[config.mk]
export PLATFORM = sky130hd
export DESIGN_NAME = ipv4_dotted_decimal_parser
export DESIGN_NICKNAME = d
export VERILOG_FILES = /design/src/sv/ipv4p_pkg.sv /design/src/sv/ipv4_dotted_decimal_parser.sv
export SDC_FILE = /design/constraint.sdc
export NUM_CORES = 1
export LEC_CHECK = 0
export BUFFER_PORTS_ARGS = -buffer_cell sky130_fd_sc_hd__buf_2
export CAP_MARGIN = 25
export CORE_AREA = 2 2 98 100
export DETAILED_ROUTE_END_ITERATION = 12
export DIE_AREA = 0 0 100 102
export PLACE_DENSITY = 0.61
export REMOVE_ABC_BUFFERS = 1
export SKIP_LAST_GASP = 1
export SYNTH_ARGS = -nofsm -noshare
export SYNTH_HDL_FRONTEND = slang
export SYNTH_SLANG_ARGS = --single-unit
export TNS_END_PERCENT = 1
[constraint.sdc]
create_clock -name clk -period 3.4 [get_ports clk]
set_input_delay 0.34 -clock clk [delete_from_list [all_inputs] [get_ports clk]]
set_output_delay 0.34 -clock clk [all_outputs]
set_load 0.05 [all_outputs]
[src/sv/ipv4p_pkg.sv]
package ipv4p_pkg;

	// Default length limit: texts of this many characters or more fail
	localparam int MAX_TEXT_CHARS_DEF = 16;

	// Fixed field and state widths
	localparam int CH_W     = 8;
	localparam int ADDR_W   = 32;
	localparam int LEN_W    = 5;
	localparam int DOTS_W   = 2;
	localparam int DIGITS_W = 2;
	localparam int OCT_W    = 10;
	localparam int DONE_W   = 24;

	// Character codes and limits
	localparam logic [CH_W-1:0]     CH_DOT      = 8'h2E;
	localparam logic [CH_W-1:0]     CH_ZERO     = 8'h30;
	localparam logic [CH_W-1:0]     CH_NINE     = 8'h39;
	localparam logic [LEN_W-1:0]    LEN_SAT     = 5'd31;
	localparam logic [DOTS_W-1:0]   DOTS_FULL   = 2'd3;
	localparam logic [DIGITS_W-1:0] DIGITS_FULL = 2'd3;
	localparam logic [OCT_W-1:0]    OCTET_MAX   = 10'd255;

endpackage

[src/sv/ipv4_dotted_decimal_parser.sv]
// IPv4 dotted-decimal parser. Feed the address text one character per
// transfer on the slave side (character in s_tdata[7:0]) and close it with a
// transfer that has s_tlast set (its character is ignored). Each closing
// transfer yields one master-side transfer: m_tuser is 1 when the text was a
// well-formed dotted quad, and m_tdata then holds the address with the first
// octet in bits 31:24 (zero otherwise). Texts of MAX_TEXT_CHARS or more
// characters, characters other than digits and dots, octets of more than
// three digits or above 255, and dot counts other than three all fail; an
// empty octet reads as 0. The block takes one character per cycle unless
// the input is held as below; the whole per-character update of the
// counters and the multiply-by-ten is combinational between the input
// register and the state and result registers, where the closing transfer
// loads the result. The input keeps accepting while a result waits on
// m_tready, until a second closing transfer reaches the input register.
module ipv4_dotted_decimal_parser #(
	parameter int MAX_TEXT_CHARS = ipv4p_pkg::MAX_TEXT_CHARS_DEF
) (
	input  logic                         clk,
	input  logic                         arst_n,
	input  logic                         s_tvalid,
	output logic                         s_tready,
	input  logic [ipv4p_pkg::CH_W-1:0]   s_tdata,  // [7:0] ch
	input  logic                         s_tlast,  // end_of_string
	output logic                         m_tvalid,
	input  logic                         m_tready,
	output logic [ipv4p_pkg::ADDR_W-1:0] m_tdata,  // [31:0] address
	output logic                         m_tuser   // [0] valid_res
);
	import ipv4p_pkg::*;

	localparam logic [LEN_W-1:0] LEN_LIMIT = LEN_W'(MAX_TEXT_CHARS);

	// Input stage
	logic            valid_s1;
	logic [CH_W-1:0] ch_s1;
	logic            last_s1;

	// Parse state
	logic [LEN_W-1:0]    text_length_q;
	logic [DOTS_W-1:0]   dot_count_q;
	logic [DIGITS_W-1:0] digit_count_q;
	logic [OCT_W-1:0]    octet_value_q;
	logic [DONE_W-1:0]   octets_done_q;
	logic                failed_q;

	// Result register
	logic              res_valid_q;
	logic [ADDR_W-1:0] res_addr_q;
	logic              res_ok_q;

	logic out_free;
	logic advance;

	logic is_dot;
	logic is_digit;
	logic [OCT_W-1:0] digit_val;
	logic [OCT_W-1:0] octet_next;
	logic ok;

	// Hold the input stage when its closing transfer has no free result slot
	assign out_free = !res_valid_q || m_tready;
	assign advance  = valid_s1 && (!last_s1 || out_free);
	assign s_tready = !valid_s1 || advance;

	// Register incoming transfers
	always_ff @(posedge clk or negedge arst_n) begin
		if (!arst_n) begin
			valid_s1 <= 1'b0;
		end else if (s_tready) begin
			valid_s1 <= s_tvalid;
		end
	end

	always_ff @(posedge clk) begin
		if (s_tready && s_tvalid) begin
			ch_s1   <= s_tdata;
			last_s1 <= s_tlast;
		end
	end

	// Classify the character and form the next octet value
	always_comb begin
		is_dot     = (ch_s1 == CH_DOT);
		is_digit   = (ch_s1 >= CH_ZERO) && (ch_s1 <= CH_NINE);
		digit_val  = OCT_W'(ch_s1 - CH_ZERO);
		octet_next = (octet_value_q << 3) + (octet_value_q << 1) + digit_val;
		ok = !failed_q && (text_length_q < LEN_LIMIT) && (dot_count_q == DOTS_FULL)
			&& (octet_value_q <= OCTET_MAX);
	end

	// Advance the parse state; clear everything on the closing transfer
	always_ff @(posedge clk or negedge arst_n) begin
		if (!arst_n) begin
			text_length_q <= '0;
			dot_count_q   <= '0;
			digit_count_q <= '0;
			octet_value_q <= '0;
			octets_done_q <= '0;
			failed_q      <= 1'b0;
		end else if (advance) begin
			if (last_s1) begin
				text_length_q <= '0;
				dot_count_q   <= '0;
				digit_count_q <= '0;
				octet_value_q <= '0;
				octets_done_q <= '0;
				failed_q      <= 1'b0;
			end else begin
				if (text_length_q != LEN_SAT) begin
					text_length_q <= text_length_q + 1'b1;
				end
				if (!failed_q) begin
					priority if (is_dot) begin
						if (dot_count_q == DOTS_FULL || octet_value_q > OCTET_MAX) begin
							failed_q <= 1'b1;
						end else begin
							dot_count_q   <= dot_count_q + 1'b1;
							octets_done_q <= {octets_done_q[DONE_W-9:0],
								octet_value_q[7:0]};
							octet_value_q <= '0;
							digit_count_q <= '0;
						end
					end else if (is_digit) begin
						if (digit_count_q == DIGITS_FULL) begin
							failed_q <= 1'b1;
						end else begin
							digit_count_q <= digit_count_q + 1'b1;
							octet_value_q <= octet_next;
						end
					end else begin
						failed_q <= 1'b1;
					end
				end
			end
		end
	end

	// Load the result on the closing transfer, drop it once taken
	always_ff @(posedge clk or negedge arst_n) begin
		if (!arst_n) begin
			res_valid_q <= 1'b0;
		end else if (advance && last_s1) begin
			res_valid_q <= 1'b1;
		end else if (m_tready) begin
			res_valid_q <= 1'b0;
		end
	end

	always_ff @(posedge clk) begin
		if (advance && last_s1) begin
			res_ok_q   <= ok;
			res_addr_q <= ok ? {octets_done_q, octet_value_q[7:0]} : '0;
		end
	end

	assign m_tvalid = res_valid_q;
	assign m_tdata  = res_addr_q;
	assign m_tuser  = res_ok_q;

endmodule
Word level (Yosys, flattened, before mapping)

Cells that the tools add are included.

Bits in registers: 88
Output and inout bits: 35
Input bits: 13

Reduce and logical (&&, ||, !) cells: 22
Magnitude comparators: 5
Mux-type cells: 30
Add/subtract/negate cells: 6
Equality and inequality tests: 8

Operators by type and width:

| cell                                                  | number |
|---|---|
| two-way mux 24 bit                                    | 4 |
| two-way mux 10 bit                                    | 6 |
| adder 10 bit                                          | 2 |
| two-way mux 2 bit                                     | 10 |
| > comparator 10 x 8 -> 1 bit (second input constant)  | 1 |
| <= comparator 10 x 8 -> 1 bit (second input constant) | 1 |
| two-way mux 5 bit                                     | 2 |
| subtractor 8 x 6 -> 9 bit (second input constant)     | 1 |
| == test 8 x 6 -> 1 bit (second input constant)        | 1 |
| >= comparator 8 x 6 -> 1 bit (second input constant)  | 1 |
| <= comparator 8 x 6 -> 1 bit (second input constant)  | 1 |
| two-way mux 1 bit                                     | 8 |
| logical AND 1 bit                                     | 7 |
| != test 3 bit (second input constant)                 | 2 |
| nonzero test 2 bit                                    | 3 |
| adder 5 x 1 -> 5 bit (second input constant)          | 1 |
| < comparator 5 bit (second input constant)            | 1 |
| != test 5 bit (second input constant)                 | 1 |
| AND reduction 5 bit                                   | 1 |
| adder 2 x 1 -> 2 bit (second input constant)          | 2 |
| == test 2 bit (second input constant)                 | 2 |
| logical NOT 1 bit                                     | 4 |
| logical OR 1 bit                                      | 4 |
| != test 2 bit (second input constant)                 | 2 |
| 3 further kinds                                       | 3 |

Logic depth before layout (Yosys ltp)

Depth in word-level cells: 7
Depth in mapped cells: 10
Depth with buffers taken out: 10

Worst setup path before layout

OpenSTA, ideal clock, no wires.

Path kind: flip-flop to flip-flop
From: reg ch_s1[4]
To: reg octet_value_q[9]
Data arrival time: 2457 ps
Setup slack: 822 ps
Buffers on the path: 0
Library setup time: 121 ps
Period minus slack after synthesis: 2578 ps
Stages on the path, launching flop included: 10
Required time: 3279 ps
Cell sequence: edfxtp_1 -> ha_1 -> nor3_1 -> fa_1 -> ha_1 -> a21oi_1 -> o21a_1 -> o31ai_1 -> xnor2_1 -> a22o_2

Word-level cells in the longest chain between the ends: 7

RTL lines:

| element                   | line                              | RTL |
|---|---|---|
| start, declared           | ipv4_dotted_decimal_parser.sv:35  | `logic [CH_W-1:0] ch_s1;` |
| start signal, assigned    | ipv4_dotted_decimal_parser.sv:76  | `ch_s1 <= s_tdata;` |
| subtractor 8 x 6 -> 9 bit | ipv4_dotted_decimal_parser.sv:85  | `digit_val = OCT_W'(ch_s1 - CH_ZERO);` |
| adder 10 bit              | ipv4_dotted_decimal_parser.sv:86  | `octet_next = (octet_value_q << 3) + (octet_value_q << 1) + digit_val;` |
| two-way mux 10 bit        | ipv4_dotted_decimal_parser.sv:124 | `if (digit_count_q == DIGITS_FULL) begin` |
| two-way mux 10 bit        | ipv4_dotted_decimal_parser.sv:123 | `end else if (is_digit) begin` |
| two-way mux 10 bit        | ipv4_dotted_decimal_parser.sv:113 | `priority if (is_dot) begin` |
| two-way mux 10 bit        | ipv4_dotted_decimal_parser.sv:112 | `if (!failed_q) begin` |
| two-way mux 10 bit        | ipv4_dotted_decimal_parser.sv:101 | `if (last_s1) begin` |
| end signal, assigned      | ipv4_dotted_decimal_parser.sv:128 | `octet_value_q <= octet_next;` |
| end, declared             | ipv4_dotted_decimal_parser.sv:42  | `logic [OCT_W-1:0] octet_value_q;` |

Several ways; a longest one is shown, not always the timed one. The select of a mux whose other input is x is not followed.
A chain may end at the register's enable or synchronous reset.

Worst setup path after layout

Same ends and word-level chain as after synthesis.

==> metrics.json <==
{
  "outcome": "finished clean",
  "vias_per_cell": 5.340,
  "relative_area_change_from_synthesis_to_final_layout_pct": 13.93,
  "clkLatencyLatePin_ps": 360,
  "timing.final.crit_share": 0.8367,
  "gp_congestion": 0.7852,
  "place.detailed.hpwl_um": 4590,
  "syn_avg_cell_area_um2": 13.78,
  "numClockSinks": 88,
  "cpMostUsedCell": "sky130_fd_sc_hd__ha_1",
  "nets": 378,
  "post-route-util": 0.5032,
  "achievable-frequency_mhz": 351.5,
  "reg2regPathDepth": 9,
  "comb_power_share": 0.154,
  "synthesis.area_mm2": 0.004023,
  "power_uw": 2325,
  "synth.top_cell.area_share": 0.3135,
  "synthFlopType": "sky130_fd_sc_hd__dfrtp_1",
  "rows": 35,
  "timing.hold.worst.class": "input pin to asynchronous set/reset pin",
  "synthDominantAreaCellType": "sky130_fd_sc_hd__edfxtp_1",
  "critPathKind": "flip-flop to flip-flop",
  "grt_setup_unrepaired": "no",
  "worstPathCellList": "ha_1 -> nor3_1 -> fa_1 -> ha_1 -> a21oi_1 -> o21a_1 -> o31ai_1 -> xnor2_1 -> a22o_2",
  "postLayoutSetupSlackWorst_ps": 555.4,
  "count_of_antenna_diodes_in_the_layout": 0,
  "antenna_found_initial": 0,
  "fin_setup_tns_ps": 0,
  "cells_after_synth": 292,
  "postRouteWirelength_um": 6962,
  "initial_core_util": 0.4416,
  "maxCapViolations": 0,
  "core_area_mm2": 0.009109,
  "largest_net_degree_at_the_start_of_global_routing": 37,
  "p_int_uw": 1644,
  "layout.cells.most_common_list": "47 x sky130_fd_sc_hd__buf_2, 46 x sky130_fd_sc_hd__dfrtp_1, 42 x sky130_fd_sc_hd__edfxtp_1",
  "avgRoutedWirePerCell_um": 15.17,
  "timing.critical_path.from_type": "flip-flop",
  "design.portCount": 48,
  "timing.critical_path.arrival_ps": 3090,
  "hold_viol": 0,
  "power-per-cell-area_mw_per_mm2": 507.2,
  "fp.dieArea_mm2": 0.01020,
  "finalClockSkew_ps": 12.28,
  "drc_errors": 0,
  "postCtsResizedCells": 0,
  "yosys_warnings": 0,
  "iteration_0_drc_markers": 89,
  "via_count": 2451,
  "grt_pass1_wl_um": 11740,
  "p_clk_frac": 0.321,
  "grt_pass1_vias": 2321,
  "timing.rr.start": "ch_s1[4]",
  "tritoncts": "yes",
  "finalWorstPathRequiredPeriod_ps": 2845,
  "numCtsBuffers": 9,
  "layout.cells.most_common": "sky130_fd_sc_hd__buf_2",
  "endpoint_kind": "flip-flop",
  "peakVddDrop_v": 0.0002584,
  "critPathMaxStageDelay_ps": 510,
  "cts.clk_slew.worst_paths_ps": 90,
  "hold_buffers": 0,
  "worst-path-max-fanout": 7,
  "drt_first_pass_iters": 4,
  "floorplan.die.width_um": 100,
  "cellLeakagePower_uw": 0.002150,
  "timing.hold.ws_ps": 54.64,
  "seq_area_frac_synth": 0.5997,
  "power_frac_seq": 0.524,
  "max-clock-path-buffers": 2,
  "fraction_of_layout_instances_using_a_drive_strength_above_1": 0.2615,
  "count_of_flip_flops_with_a_built_in_enable_after_synthesis": 42,
  "cp_data_required_time_ps": 3650,
  "netlist-cell-type-count": 44,
  "power.switching_fraction": 0.2929,
  "count_of_port_buffers_added_during_placement": 47,
  "globalRouteTotalUtil": 0.1494,
  "total_switching_power_uw": 681.0,
  "post-place-ws_ps": 623.6,
  "tightest_slew_ps": 808.3,
  "cts_root_buffer": "sky130_fd_sc_hd__clkbuf_8",
  "post_synth_main_area_contributors": "sky130_fd_sc_hd__edfxtp_1 31%, sky130_fd_sc_hd__dfrtp_1 29%, sky130_fd_sc_hd__a22o_1 5.4%, sky130_fd_sc_hd__and3_1 5.1%, sky130_fd_sc_hd__ha_1 4.7%",
  "grt_overflow": 0,
  "setup_viol_count_final": 0,
  "post-cts-setup-buffers": 0,
  "slew_headroom": 0.4612,
  "die_h_um": 102,
  "htree_num_levels": 3,
  "critical-path-slowest-cell": "sky130_fd_sc_hd__fa_1",
  "final_antenna_net_count": 0,
  "worstReg2RegEnd": "octet_value_q[9]",
  "async_reset_ff_frac": 0.5227,
  "postSynthRegisterBits": 88,
  "finalMaxSlewViolations": 0,
  "regToRegSetupSlack_ps": 560
}
[cell families after synthesis]
group,count (synthesis),synth area share
buf+inv,29,0.03421
simple gates,76,0.1247
flops,88,0.5997
compound gates,62,0.1260
fa+ha+maj,22,0.08149
mux,2,0.005598
xor+xnor,13,0.02831
[per-stage QoR]
stage,area (µm²),cells
after floorplan,3941,278
after global placement,4367,442
after detailed placement,4367,442
after CTS,4568,458
after global routing,4583,459
final,4583,459
[cell usage after synthesis (2+ instances only)]
library cell	instances
sky130_fd_sc_hd__a21o_1	2
sky130_fd_sc_hd__a21oi_1	8
sky130_fd_sc_hd__a22o_1	25
sky130_fd_sc_hd__a22o_2	10
sky130_fd_sc_hd__a31oi_1	2
sky130_fd_sc_hd__and2_1	2
sky130_fd_sc_hd__and3_1	33
sky130_fd_sc_hd__buf_2	5
sky130_fd_sc_hd__buf_6	3
sky130_fd_sc_hd__clkbuf_1	6
sky130_fd_sc_hd__dfrtp_1	46
sky130_fd_sc_hd__edfxtp_1	42
sky130_fd_sc_hd__fa_1	7
sky130_fd_sc_hd__ha_1	15
sky130_fd_sc_hd__inv_1	15
sky130_fd_sc_hd__mux2_2	2
sky130_fd_sc_hd__nand2_1	12
sky130_fd_sc_hd__nand2b_1	2
sky130_fd_sc_hd__nor2_1	8
sky130_fd_sc_hd__nor3_1	5
sky130_fd_sc_hd__nor4_1	2
sky130_fd_sc_hd__o211ai_1	2
sky130_fd_sc_hd__o21ai_0	4
sky130_fd_sc_hd__o31ai_1	2
sky130_fd_sc_hd__or3_4	2
sky130_fd_sc_hd__xnor2_1	10
sky130_fd_sc_hd__xor2_1	3
[worst max path at each step]
stage          startpoint                to  slack, ps  depth (start not counted)
6_report         ch_s1[4]  octet_value_q[9]        560                          9
5_1_grt          ch_s1[4]  octet_value_q[9]        410                          9
4_1_cts          ch_s1[4]  octet_value_q[9]        620                          9
3_5_place_dp     ch_s1[4]  octet_value_q[9]        620                          9
3_3_place_gp     ch_s1[4]  octet_value_q[9]        710                          9
2_1_floorplan    ch_s1[4]  octet_value_q[9]        820                          9
[critical path, delay by kind of cell, from the launching register on]
kind            cells  cell delay [ps]
simple gates        1              330
compound gates      4              630
xor+xnor            1              130
fa+ha+maj           3             1190
flops               1              460
[cell type report]
cell class                 instances  area [µm²]
tap                              111       138.9
timing repair buffer              54       295.3
inverter                          15       56.30
clock inverter                     7       77.57
multi-input combinational        175        1479
sequential                        88        2412
clock buffer                       9       123.9
fill                             804        4526
[registers in the layout, summed over array words and instances (netlist names)]
register and flops:
m_tvalid 1, octet_value_q 10, ch_s1 8, failed_q 1, dot_count_q 2, m_tdata 32
valid_s1 1, octets_done_q 24, digit_count_q 2, last_s1 1, m_tuser 1, text_length_q 5
[power by group through the flow]
stage	clock network [µW]	logic, µW	registers, µW
finish	747	359	1220
global route	803	402	1230
CTS	760	360	1220
detailed placement	0	356	1240
global placement	0	348	1240
floorplan	0	204	1290
[layer usage]
metal  vias up  GRT usage  part of all wire
met5         -          0                 0
met4         0    0.07060             0.020
met3        10    0.02668             0.040
met2        67     0.2256              0.44
met1      1185     0.2121              0.50
li1       1189          -                 -
Power figures use the tool's default switching activity.
